## src/hw/rtl/lfsf_pkg.sv

```systemverilog
// Package for the largest free square finder.
// Field widths, register indexes and the control struct shared by the block's modules.
// No dependencies.
package lfsf_pkg;

  // Grid limits used as parameter defaults
  localparam int unsigned MAX_ROWS_DEF = 1024;
  localparam int unsigned MAX_COLS_DEF = 1024;

  // Field widths
  localparam int unsigned CFG_DATA_W = 11;
  localparam int unsigned CFG_IDX_W  = 1;
  localparam int unsigned VAL_W      = 11;  // square side, also best_size
  localparam int unsigned OUT_ROW_W  = 10;
  localparam int unsigned OUT_COL_W  = 10;
  localparam int unsigned IN_DATA_W  = 8;
  localparam int unsigned OUT_DATA_W = 32;

  // Register indexes
  localparam logic [CFG_IDX_W-1:0] REG_ROW_COUNT    = 1'd0;
  localparam logic [CFG_IDX_W-1:0] REG_COLUMN_COUNT = 1'd1;

  // Per-cell flags handed from the scan stage to the evaluator
  typedef struct packed {
    logic free;       // cell is free
    logic has_below;  // not in the bottom row
    logic has_right;  // not in the rightmost column
    logic last;       // top-left cell, ends the grid
    logic fwd;        // lower value was written in the cycle it was read
  } cell_flags_t;

endpackage

```

## src/hw/rtl/lfsf_eval.sv

```systemverilog
// Evaluator: three-way minimum plus one, best square tracking and the result register.
// Writes the row buffer. Uses lfsf_pkg.
module lfsf_eval #(
  parameter int unsigned ROW_W = 10,
  parameter int unsigned COL_W = 10
) (
  input  logic                                clk,
  input  logic                                rst_n,
  input  logic                                restart,
  // held cell
  input  logic                                cell_valid,
  input  lfsf_pkg::cell_flags_t               cell_flags,
  input  logic [ROW_W-1:0]                    cell_row,
  input  logic [COL_W-1:0]                    cell_col,
  output logic                                cell_retire,
  // row buffer
  input  logic [lfsf_pkg::VAL_W-1:0]          rd_data,
  output logic                                wr_en,
  output logic [COL_W-1:0]                    wr_addr,
  output logic [lfsf_pkg::VAL_W-1:0]          wr_data,
  // result
  output logic                                out_valid,
  input  logic                                out_ready,
  output logic [lfsf_pkg::VAL_W-1:0]          out_size,
  output logic [lfsf_pkg::OUT_ROW_W-1:0]      out_row,
  output logic [lfsf_pkg::OUT_COL_W-1:0]      out_col
);
  import lfsf_pkg::*;

  logic [VAL_W-1:0] right_r, diag_r, last_v_r;
  logic [VAL_W-1:0] best_size_r, best_size_nxt;
  logic [ROW_W-1:0] best_row_r, best_row_nxt;
  logic [COL_W-1:0] best_col_r, best_col_nxt;
  logic [VAL_W-1:0] below, right, diag, m, v;
  logic             out_valid_r;
  logic [VAL_W-1:0] out_size_r;
  logic [ROW_W-1:0] out_row_r;
  logic [COL_W-1:0] out_col_r;

  // a grid-ending cell waits only while an unread result blocks the output register
  assign cell_retire = cell_valid && (!cell_flags.last || !out_valid_r || out_ready);

  // neighbor values, zero outside the grid
  always_comb begin
    below = '0;
    right = '0;
    diag  = '0;
    if (cell_flags.has_below) begin
      below = cell_flags.fwd ? last_v_r : rd_data;
    end
    if (cell_flags.has_right) begin
      right = right_r;
    end
    if (cell_flags.has_below && cell_flags.has_right) begin
      diag = diag_r;
    end
    m = below;
    if (right < m) begin
      m = right;
    end
    if (diag < m) begin
      m = diag;
    end
    v = cell_flags.free ? (m + 1'b1) : '0;
  end

  // best so far; a later equal size wins (topmost, leftmost corner)
  always_comb begin
    best_size_nxt = best_size_r;
    best_row_nxt  = best_row_r;
    best_col_nxt  = best_col_r;
    if ((v != '0) && (v >= best_size_r)) begin
      best_size_nxt = v;
      best_row_nxt  = cell_row;
      best_col_nxt  = cell_col;
    end
  end

  always_ff @(posedge clk) begin
    if (!rst_n || restart) begin
      right_r     <= '0;
      diag_r      <= '0;
      best_size_r <= '0;
      best_row_r  <= '0;
      best_col_r  <= '0;
    end else if (cell_retire) begin
      if (cell_flags.last) begin
        right_r     <= '0;
        diag_r      <= '0;
        best_size_r <= '0;
        best_row_r  <= '0;
        best_col_r  <= '0;
      end else begin
        right_r     <= v;
        diag_r      <= below;
        best_size_r <= best_size_nxt;
        best_row_r  <= best_row_nxt;
        best_col_r  <= best_col_nxt;
      end
    end
  end

  // value of the last retired cell, for the single-column bypass
  always_ff @(posedge clk) begin
    if (cell_retire) begin
      last_v_r <= v;
    end
  end

  // result register
  always_ff @(posedge clk) begin
    if (!rst_n) begin
      out_valid_r <= 1'b0;
    end else if (cell_retire && cell_flags.last) begin
      out_valid_r <= 1'b1;
    end else if (out_ready) begin
      out_valid_r <= 1'b0;
    end
  end

  always_ff @(posedge clk) begin
    if (cell_retire && cell_flags.last) begin
      out_size_r <= best_size_nxt;
      out_row_r  <= best_row_nxt;
      out_col_r  <= best_col_nxt;
    end
  end

  assign wr_en     = cell_retire;
  assign wr_addr   = cell_col;
  assign wr_data   = v;
  assign out_valid = out_valid_r;
  assign out_size  = out_size_r;
  assign out_row   = OUT_ROW_W'(out_row_r);
  assign out_col   = OUT_COL_W'(out_col_r);

endmodule

```

## config.mk

```make
export PLATFORM = sky130hd
export DESIGN_NAME = lfsf_eval
export DESIGN_NICKNAME = d
export VERILOG_FILES = /design/src/hw/rtl/lfsf_pkg.sv /design/src/hw/rtl/lfsf_eval.sv
export SDC_FILE = /design/constraint.sdc
export NUM_CORES = 1
export LEC_CHECK = 0
export ABC_AREA = 1
export BUFFER_PORTS_ARGS = -buffer_cell sky130_fd_sc_hd__buf_2
export CAP_MARGIN = 20
export CELL_PAD_IN_SITES_DETAIL_PLACEMENT = 1
export CELL_PAD_IN_SITES_GLOBAL_PLACEMENT = 1
export CORE_MARGIN = 4
export CORE_UTILIZATION = 44
export CTS_CLUSTER_SIZE = 14
export DETAILED_ROUTE_END_ITERATION = 8
export HOLD_SLACK_MARGIN = 0.05
export MAX_ROUTING_LAYER = met4
export PLACE_DENSITY_LB_ADDON = 0.25
export SYNTH_ARGS = -nofsm -noshare
export SYNTH_HDL_FRONTEND = slang
export SYNTH_SLANG_ARGS = --single-unit
```

## constraint.sdc

```tcl
create_clock -name clk -period 19 [get_ports clk]
set_clock_uncertainty 0.2 [all_clocks]
set_input_delay 0.95 -clock clk [delete_from_list [all_inputs] [get_ports clk]]
set_output_delay 0.95 -clock clk [all_outputs]
set_load 0.02 [all_outputs]
```

==> results.toml <==
[status]
outcome = "finished, final reports clean"

[power]
sw_frac_of_total_pct = 38.4
power.total_uw = 739
p_leak_nw = 3.00
clkPwrFrac_pct = 25.5
power_frac_comb_pct = 38.8
irDropWorstVdd_v = 0.0000545
netSwitchingPower_uw = 283
power_frac_seq_pct = 35.7
p_int_uw = 455
p_per_area_mw_per_mm2 = 112

[clock_tree]
ctsResizeCount = 0
cts-root-buf = "clkbuf_16"
clock_latency_ns = 0.34
postCtsSetupRepairBufs = 0
hold_buffers = 0
cts_buffer_depth = 2
clock-sinks = 96
tritoncts = "built"
path_clk_slew_ns = 0.07
cts_buffers = 9
cts.htree.levels = 3

[logic_synthesis]
ys.warnings.count = 0
ys_seq_area_share_pct = 40.7
ys_ff_latch = 96
synthFlopType = "dfxtp_1"
synth_cell_types = 31
async_flop_share_pct = 0
synth_fp_nets = 850
syn_inst = 777
netlist_area_mm2 = 0.00575
syn-mean-instance-area_um2 = 7.40
synth-edff-count = 42

[cells_and_area]
final_cell_area_mm2 = 0.00657
post-route-util_pct = 51.7
drive_gt1_share_pct = 16.4
areaGrowthSynthToFinish_pct = 14.3
final_nets = 918

[detailed_routing]
drt-vias-per-instance = 5.17
firstDrtPassIters = 4
drtAntennaViolNets = 0
avgRoutedWirePerCell_um = 17.2
drc = 0
initialDrtViolationCount = 290
num_vias = 5291
wirelength_um = 17600

[timing]
final_hold_viol_count = 0
finalCritPeriodShare_pct = 43.2
setup_violations = 0
tightest_slew_ns = 0.910
rsz0062_at_grt = "no"
max_freq_mhz = 122
setup_tns_ns = 0
finalCriticalPeriod_ns = 8.20
drv_slew = 0
slew_headroom_pct = 39.4

[job]
maxCapViolCount = 0

[global_routing]
track_usage_pct = 25.0
antenna_found_initial = 0
grt_max_degree = 56
overflow = 0
grt_pass1_wl_um = 28300
grt_pass1_vias = 5718

[worst_hold_path]
hold_class = "flip-flop to flip-flop"

[critical_path]
worst-r2r-setup-slack_ns = 11.43
arrival_ns = 8.10
cp_max_fo = 31
worstPathRequired_ns = 18.90
cpMaxStageDelayCell = "a2111oi_4"
setup.worst_path.end_class = "flip-flop"
max_stage_delay_ns = 0.73
crit_type = "primary input to flip-flop"
crit_path_start_kind = "primary input"

[die]
start_util_pct = 45.2
die_w_um = 122
die_h_um = 122
rows = 41
ioPinCount = 96
core_area_mm2 = 0.0127
dieArea_mm2 = 0.0150

[placement]
dpl.hpwl_um = 13100
place_congestion = 0.869
port_buffers = 95
placed_area_mm2 = 0.00626
==> registers in the layout, indices dropped and copies added, names as in the netlist <==
signal,count
right_r,11
best_col_r,10
best_row_r,10
out_valid,1
best_size_r,11
diag_r,11
last_v_r,11
out_col,10
out_size,11
out_row,10
==> area by class of cell <==
class                   count  area [µm²]
diodes                      2        5.00
clock buffers              12         256
clock inverters             4        51.3
fillers                  1698        6150
inverters                 111         417
multi-input cells         527        2770
flip-flops and latches     96        2340
well taps                 172         215
repair buffers            100         513
==> cell usage in the layout (no fill, tap or decap), types with 2 or more instances in the layout <==
master,n
a21oi_1,67
and2_1,29
buf_2,95
buf_4,5
clkbuf_16,9
clkbuf_8,2
dfxtp_1,54
diode_2,2
edfxtp_1,42
ha_1,32
inv_1,109
inv_2,2
nand2_1,217
nand2_2,8
nand2_4,3
nand3_1,68
nand3_2,3
nand3b_1,22
nand4_1,2
nor2_1,40
nor2_2,2
nor2_4,3
nor3_1,10
o21ai_0,13
==> power groups by stage <==
stage	Combinational, mW	Clock, mW	Sequential, mW
floorplan	0.191	0	0.287
global placement	0.267	0	0.267
detailed placement	0.286	0	0.268
CTS	0.289	0.192	0.264
global route	0.319	0.200	0.265
finish	0.287	0.188	0.264
==> cell usage after synthesis (2+ instances only) <==
master    instances  area (µm²)
inv_1           109         409
nand3_2           3        30.0
buf_4            12        90.1
nand2_1         217         815
nor2_4            2        22.5
buf_2             9        45.0
nand3b_1         22         165
nor2_2            2        12.5
o21ai_0          13        65.1
nor2_1           41         154
dfxtp_1          54        1080
edfxtp_1         42        1260
a21oi_1          67         335
and2_1           29         181
ha_1             32         400
nand2_2           8        50.1
inv_2             2        7.51
clkbuf_1         18        67.6
nand2_4           3        33.8
nand3_1          68         340
nand4_1           2        12.5
buf_6             4        45.0
nor3_1           10        50.1
==> final timing paths <==
path                                     from  cells past startpoint     endpoint
worst max-delay path            cell_flags[0]                     39  out_size[4]
worst min-delay path                diag_r[2]                      2    diag_r[2]
worst max register to register   last_v_r[10]                     37  out_size[4]
worst min register to register      diag_r[2]                      2    diag_r[2]
==> cell families after synthesis <==
group	synth area share, %
and+or+nand+nor	32.6
buffers and inverters	11.5
DFF	40.7
AOI/OAI and AO/OA	8.20
adders and majority gates	6.96
==> per-layer routing <==
layer  part of all wire, %  vias to the layer above  global-route usage (%)
li1                      -                     2616                       -
met1                    40                     2521                    29.0
met2                    52                      125                    44.5
met3                   5.5                       29                    4.42
met4                   1.9                        0                    7.21
met5                     0                        -                       -
==> metrics by stage <==
stage	instances	setup WS [ns]	hold WS [ns]
floorplan	777	12.10	0.245
global placement	1006	10.85	0.251
detailed placement	1006	10.56	0.256
CTS	1022	10.86	0.265
global route	1022	10.06	0.287
finish	1024	10.80	0.266
==> critical path, delay by kind of cell <==
| family | cells | cell delay, ns |
|---|---|---|
| adder cells (fa/ha/maj) | 4 | 1.21 |
| AND/OR/NAND/NOR | 15 | 2.47 |
| buffers and inverters | 8 | 1.03 |
| AO/OA/AOI/OAI | 12 | 2.42 |
(Power assumes the default switching activity.)
