File: src/hw/rtl/lfsf_pkg.sv
// Package for the largest free square finder.
// Field widths, register indexes and the control struct shared by the block's modules.
// No dependencies.
package lfsf_pkg;

  // Grid limits used as parameter defaults
  localparam int unsigned MAX_ROWS_DEF = 1024;
  localparam int unsigned MAX_COLS_DEF = 1024;

  // Field widths
  localparam int unsigned CFG_DATA_W = 11;
  localparam int unsigned CFG_IDX_W  = 1;
  localparam int unsigned VAL_W      = 11;  // square side, also best_size
  localparam int unsigned OUT_ROW_W  = 10;
  localparam int unsigned OUT_COL_W  = 10;
  localparam int unsigned IN_DATA_W  = 8;
  localparam int unsigned OUT_DATA_W = 32;

  // Register indexes
  localparam logic [CFG_IDX_W-1:0] REG_ROW_COUNT    = 1'd0;
  localparam logic [CFG_IDX_W-1:0] REG_COLUMN_COUNT = 1'd1;

  // Per-cell flags handed from the scan stage to the evaluator
  typedef struct packed {
    logic free;       // cell is free
    logic has_below;  // not in the bottom row
    logic has_right;  // not in the rightmost column
    logic last;       // top-left cell, ends the grid
    logic fwd;        // lower value was written in the cycle it was read
  } cell_flags_t;

endpackage

File: src/hw/rtl/lfsf_scan.sv
// Scan stage: grid size registers, reverse raster position counters and the input register.
// Issues the row buffer read for each accepted cell. Uses lfsf_pkg.
module lfsf_scan #(
  parameter int unsigned MAX_ROWS = lfsf_pkg::MAX_ROWS_DEF,
  parameter int unsigned MAX_COLS = lfsf_pkg::MAX_COLS_DEF,
  parameter int unsigned ROW_W    = (MAX_ROWS > 1) ? $clog2(MAX_ROWS) : 1,
  parameter int unsigned COL_W    = (MAX_COLS > 1) ? $clog2(MAX_COLS) : 1
) (
  input  logic                            clk,
  input  logic                            rst_n,
  // configuration
  input  logic                            cfg_wr_en,
  input  logic [lfsf_pkg::CFG_IDX_W-1:0]  cfg_addr,
  input  logic [lfsf_pkg::CFG_DATA_W-1:0] cfg_wdata,
  output logic                            restart,
  // input cells
  input  logic                            in_valid,
  input  logic                            in_free,
  output logic                            in_ready,
  // row buffer read
  output logic                            rd_en,
  output logic [COL_W-1:0]                rd_addr,
  // held cell toward the evaluator
  output logic                            cell_valid,
  output lfsf_pkg::cell_flags_t           cell_flags,
  output logic [ROW_W-1:0]                cell_row,
  output logic [COL_W-1:0]                cell_col,
  input  logic                            cell_retire
);
  import lfsf_pkg::*;

  logic [ROW_W-1:0] row_last_r, row_last_nxt;
  logic [COL_W-1:0] col_last_r, col_last_nxt;
  logic [ROW_W-1:0] row_pos_r, row_pos_nxt;
  logic [COL_W-1:0] col_pos_r, col_pos_nxt;
  logic             cell_valid_r;
  cell_flags_t      cell_flags_r;
  logic [ROW_W-1:0] cell_row_r;
  logic [COL_W-1:0] cell_col_r;
  logic             accept;

  // clamp a count to 1..limit and return count minus one
  function automatic logic [31:0] last_index(input logic [CFG_DATA_W-1:0] v,
                                             input int unsigned limit);
    logic [31:0] cnt;
    cnt = 32'(v);
    if (cnt == 32'd0) begin
      cnt = 32'd1;
    end else if (cnt > 32'(limit)) begin
      cnt = 32'(limit);
    end
    return cnt - 32'd1;
  endfunction

  // register writes
  always_comb begin
    row_last_nxt = row_last_r;
    col_last_nxt = col_last_r;
    restart      = 1'b0;
    if (cfg_wr_en) begin
      case (cfg_addr)
        REG_ROW_COUNT: begin
          row_last_nxt = ROW_W'(last_index(cfg_wdata, MAX_ROWS));
          restart      = 1'b1;
        end
        REG_COLUMN_COUNT: begin
          col_last_nxt = COL_W'(last_index(cfg_wdata, MAX_COLS));
          restart      = 1'b1;
        end
        default: begin
          restart = 1'b0;
        end
      endcase
    end
  end

  assign in_ready = !cell_valid_r || cell_retire;
  assign accept   = in_valid && in_ready;

  // position counters, bottom-right to top-left
  always_comb begin
    row_pos_nxt = row_pos_r;
    col_pos_nxt = col_pos_r;
    if (restart) begin
      row_pos_nxt = row_last_nxt;
      col_pos_nxt = col_last_nxt;
    end else if (accept) begin
      if (col_pos_r != '0) begin
        col_pos_nxt = col_pos_r - 1'b1;
      end else if (row_pos_r != '0) begin
        row_pos_nxt = row_pos_r - 1'b1;
        col_pos_nxt = col_last_r;
      end else begin
        row_pos_nxt = row_last_r;
        col_pos_nxt = col_last_r;
      end
    end
  end

  always_ff @(posedge clk) begin
    if (!rst_n) begin
      row_last_r   <= '0;
      col_last_r   <= '0;
      row_pos_r    <= '0;
      col_pos_r    <= '0;
      cell_valid_r <= 1'b0;
    end else begin
      row_last_r <= row_last_nxt;
      col_last_r <= col_last_nxt;
      row_pos_r  <= row_pos_nxt;
      col_pos_r  <= col_pos_nxt;
      if (accept) begin
        cell_valid_r <= 1'b1;
      end else if (cell_retire) begin
        cell_valid_r <= 1'b0;
      end
    end
  end

  // input register
  always_ff @(posedge clk) begin
    if (accept) begin
      cell_flags_r.free      <= in_free;
      cell_flags_r.has_below <= (row_pos_r != row_last_r);
      cell_flags_r.has_right <= (col_pos_r != col_last_r);
      cell_flags_r.last      <= (row_pos_r == '0) && (col_pos_r == '0);
      // single-column grid: the cell above is read while the one below is written
      cell_flags_r.fwd       <= cell_retire && (cell_col_r == col_pos_r);
      cell_row_r             <= row_pos_r;
      cell_col_r             <= col_pos_r;
    end
  end

  assign rd_en      = accept;
  assign rd_addr    = col_pos_r;
  assign cell_valid = cell_valid_r;
  assign cell_flags = cell_flags_r;
  assign cell_row   = cell_row_r;
  assign cell_col   = cell_col_r;

endmodule

File: config.mk
export PLATFORM = sky130hd
export DESIGN_NAME = lfsf_scan
export DESIGN_NICKNAME = d
export VERILOG_FILES = /design/src/hw/rtl/lfsf_pkg.sv /design/src/hw/rtl/lfsf_scan.sv
export SDC_FILE = /design/constraint.sdc
export NUM_CORES = 1
export LEC_CHECK = 0
export ABC_AREA = 1
export BUFFER_PORTS_ARGS = -buffer_cell sky130_fd_sc_hd__buf_2
export CAP_MARGIN = 20
export CORE_ASPECT_RATIO = 0.8
export CORE_MARGIN = 2
export CORE_UTILIZATION = 35
export CTS_BUF_LIST = sky130_fd_sc_hd__clkbuf_8
export DETAILED_ROUTE_END_ITERATION = 12
export GPL_TIMING_DRIVEN = 0
export PLACE_DENSITY = 0.66
export SKIP_CTS_REPAIR_TIMING = 1
export SLEW_MARGIN = 20
export SYNTH_ARGS = -nofsm -noshare
export SYNTH_HDL_FRONTEND = slang
export SYNTH_SLANG_ARGS = --single-unit
File: constraint.sdc
create_clock -name clk -period 2.1 [get_ports clk]
set_clock_uncertainty 0.15 [all_clocks]
set_input_delay 0.105 -clock clk [delete_from_list [all_inputs] [get_ports clk]]
set_output_delay 0.105 -clock clk [all_outputs]
set_load 0.005 [all_outputs]
==> results.cfg <==
[status]
status = finished clean

[yosys]
synth-seq-cells = 66
synthArstFlopShare_pct = 0
synthesis.instances = 507
yosysSeqAreaShare_pct = 42.3
yosysWarnings = 0
netlist_area_um2 = 3720
yosys.cell_types.count = 42
avgSynthCellArea_um2 = 7.33
synthFlopType = dfxtp_1
syn_nets = 528
synth_edf_count = 25

[pwr]
power_mw = 3.64
power_leakage_nw = 2.12
power.density_nw_per_um2 = 806
irDropWorstVdd_uv = 329

[job]
maxCapViolations = 0

[critical_path]
critPathTopFamily = buffers and inverters
critical_path_required_ns = 1.85
cpMaxStageDelayCell = dlygate4sd3_1
path_cells = dlygate4sd3_1, buf_2, inv_1, nand2_1, nand2_1, clkinvlp_4, buf_8, buf_2
crit_fanout = 13
ff2ff_path_depth = 10
crit_path_start_kind = primary input
cp_data_arrival_time_ns = 1.70
critPathCaptureType = primary output
worstSetupPathType = in2out
slowest_delay_ns = 0.53
worst-path-stages = 8
path_buf_inv = 6

[clocking]
clock_tree.buffer_depth = 2
clk_pin_slew_ns = 0.07
ctsRootBufferMaster = clkbuf_8
clock_sinks = 66
cts_max_level = 3
cts_buffers = 9
clk_latency_ns = 0.36
cts_tree = yes

[die]
coreArea_um2 = 10300
rows = 33
die_y_um = 96.2
start_util_pct = 36.2
die_area_um2 = 11500
die_w_um = 119
ios = 57

[final_layout]
drive_above_1_share_pct = 19.5
syn_to_final_growth_pct = 21.5
layout.nets = 607
n_antenna_cell = 0
n_fill_cell = 1077

[timing]
slew_viol_final = 0
tightest_slew_ns = 0.548
setup_viol = 0
hold_viol = 0
whs_ns = 0.0465
timing.final.crit_share_pct = 93.3
slew_headroom_pct = 62.5
clock.fmax_mhz = 510
fin_ws_ns = 0.141
layout_min_cycle_time_ns = 1.96
rsz0062_at_grt = no

[route]
drcViolationCount = 0
wire_per_inst_um = 14.4
avgViaCountPerCell = 5.06
vias = 3701
initialDrtViolationCount = 406
drtAntennaViolNets = 0
drtPass1Iterations = 5
drt_wl_total_um = 10600

[global_route]
first_global_vias = 3331
met2_usage_pct = 27.7
grt_max_degree = 29
met1_usage_pct = 27.5
top_usage_layer = met2
grt_antenna_before_repair = 0
overflow = 0
track_usage_pct = 19.0
grt_pass1_wl_um = 16800
grt_use_met3_pct = 4.44

[placed_design]
gp_congestion = 0.914
io_buffers = 54
hpwl_um = 7790
dp_slack_ns = -0.496

[min_path]
hp-class = in2reg
hold_depth = 5
==> final timing paths <==
path | end | slack (ns) | startpoint
worst max-delay path | rd_en | 0.14 | cell_retire
worst min register to register | cell_row[7]$_DFFE_PP_ | 0.35 | row_pos_r[7]$_SDFFE_PN0P_
worst max register to register | row_pos_r[2]$_SDFFE_PN0P_ | 0.14 | row_pos_r[0]$_SDFFE_PN0P_
worst min-delay path | row_last_r[9]$_SDFF_PN0_ | 0.05 | cfg_wdata[10]
==> flip-flops by register name (all words and copies together), names as in the netlist <==
name	flops
row_last_r	10
col_last_r	10
row_pos_r	10
cell_flags	5
cell_row	10
cell_col	10
rd_addr	10
cell_valid	1
==> placed cells by master (no fill, tap or decap), drive strengths merged, types with 3 or more instances in the layout <==
| master | synthesis | layout |
|---|---|---|
| o22ai | 5 | 5 |
| clkinv | 1 | 4 |
| ha | 3 | 3 |
| a21oi | 17 | 17 |
| inv | 73 | 74 |
| xnor2 | 3 | 3 |
| dfxtp | 41 | 41 |
| nor2 | 63 | 63 |
| o21bai | 3 | 3 |
| o21ai | 37 | 37 |
| dlygate4sd3 | 0 | 3 |
| o211ai | 10 | 10 |
| nor4 | 7 | 7 |
| nand3 | 43 | 43 |
| nand4 | 7 | 7 |
| edfxtp | 25 | 25 |
| clkbuf | 2 | 12 |
| xor2 | 17 | 17 |
| nor3 | 4 | 4 |
| buf | 9 | 74 |
| nand2 | 126 | 126 |
==> synth_stat cells (2+ instances only) <==
| cell type | n | share of area [%] |
|---|---|---|
| clkbuf_1 | 2 | 0.20 |
| nor3_1 | 3 | 0.40 |
| o2111ai_1 | 2 | 0.47 |
| a21oi_1 | 17 | 2.3 |
| o22ai_1 | 5 | 0.84 |
| a2111oi_0 | 2 | 0.47 |
| nor4_1 | 7 | 1.2 |
| xor2_1 | 17 | 4.0 |
| inv_2 | 4 | 0.40 |
| inv_1 | 69 | 7.0 |
| nand2_2 | 3 | 0.50 |
| dfxtp_1 | 41 | 22 |
| a22o_1 | 2 | 0.47 |
| nand2_1 | 123 | 12 |
| nand3_1 | 41 | 5.5 |
| xnor2_1 | 3 | 0.71 |
| buf_2 | 5 | 0.67 |
| ha_1 | 3 | 1.0 |
| o21ai_1 | 3 | 0.40 |
| nand4_1 | 6 | 1.0 |
| nor2_1 | 59 | 6.0 |
| o211ai_2 | 3 | 1.0 |
| o21bai_1 | 3 | 0.61 |
| edfxtp_1 | 25 | 20 |
| buf_4 | 2 | 0.40 |
| o21ai_0 | 33 | 4.4 |
| nor2_2 | 3 | 0.50 |
| o211ai_1 | 7 | 1.4 |
==> area by class of cell <==
cell class                 instances  area (um2)  share of cell area (%)
multi-input combinational        356        1840                    40.7
sequential                        66        1570                    34.8
timing repair buffer              68         390                    8.64
inverter                          74         282                    6.23
tap                              140         175                    3.88
clock buffer                      10         138                    3.05
buffer                            11        71.3                    1.58
clock inverter                     6        50.0                    1.11
==> metal layers <==
metal,share of wire (%),vias to the layer above
li1,-,1826
met1,48,1703
met2,41,160
met3,9.1,12
met4,1.4,0
met5,0,-
==> per-stage QoR <==
| step | setup TNS (ns) | cells | cell area, um2 | utilization [%] |
|---|---|---|---|---|
| finish | 0 | 731 | 4520 | 43.9 |
| global route | 0 | 731 | 4520 | 43.9 |
| CTS | -4.16 | 717 | 4350 | 42.3 |
| detailed placement | -3.54 | 701 | 4160 | 40.5 |
| global placement | -3.02 | 701 | 4160 | 40.5 |
| floorplan | 0 | 507 | 3720 | - |
==> worst min-delay path, delay by kind of cell <==
family        cells  cell delay, ns
simple gates      2            0.15
buf+inv           3            0.25
==> cells by family (layout without fill, tap and decap cells) <==
kind of cell | after synthesis | count (layout) | share of synthesized area (%)
buffers and inverters | 85 | 169 | 9.15
and+or+nand+nor | 253 | 253 | 29.8
adders and majority gates | 3 | 3 | 1.01
AOI/OAI and AO/OA | 80 | 80 | 13.0
DFF | 66 | 66 | 42.3
xor gates and xnor gates | 20 | 20 | 4.71
==> power breakdown <==
| group | internal [mW] | switching, mW | total (mW) |
|---|---|---|---|
| clock | 0.562 | 0.485 | 1.05 |
| combinational | 0.408 | 0.617 | 1.03 |
| sequential | 1.45 | 0.117 | 1.57 |
| total | 2.42 | 1.22 | 3.64 |
(Power assumes the default switching activity.)
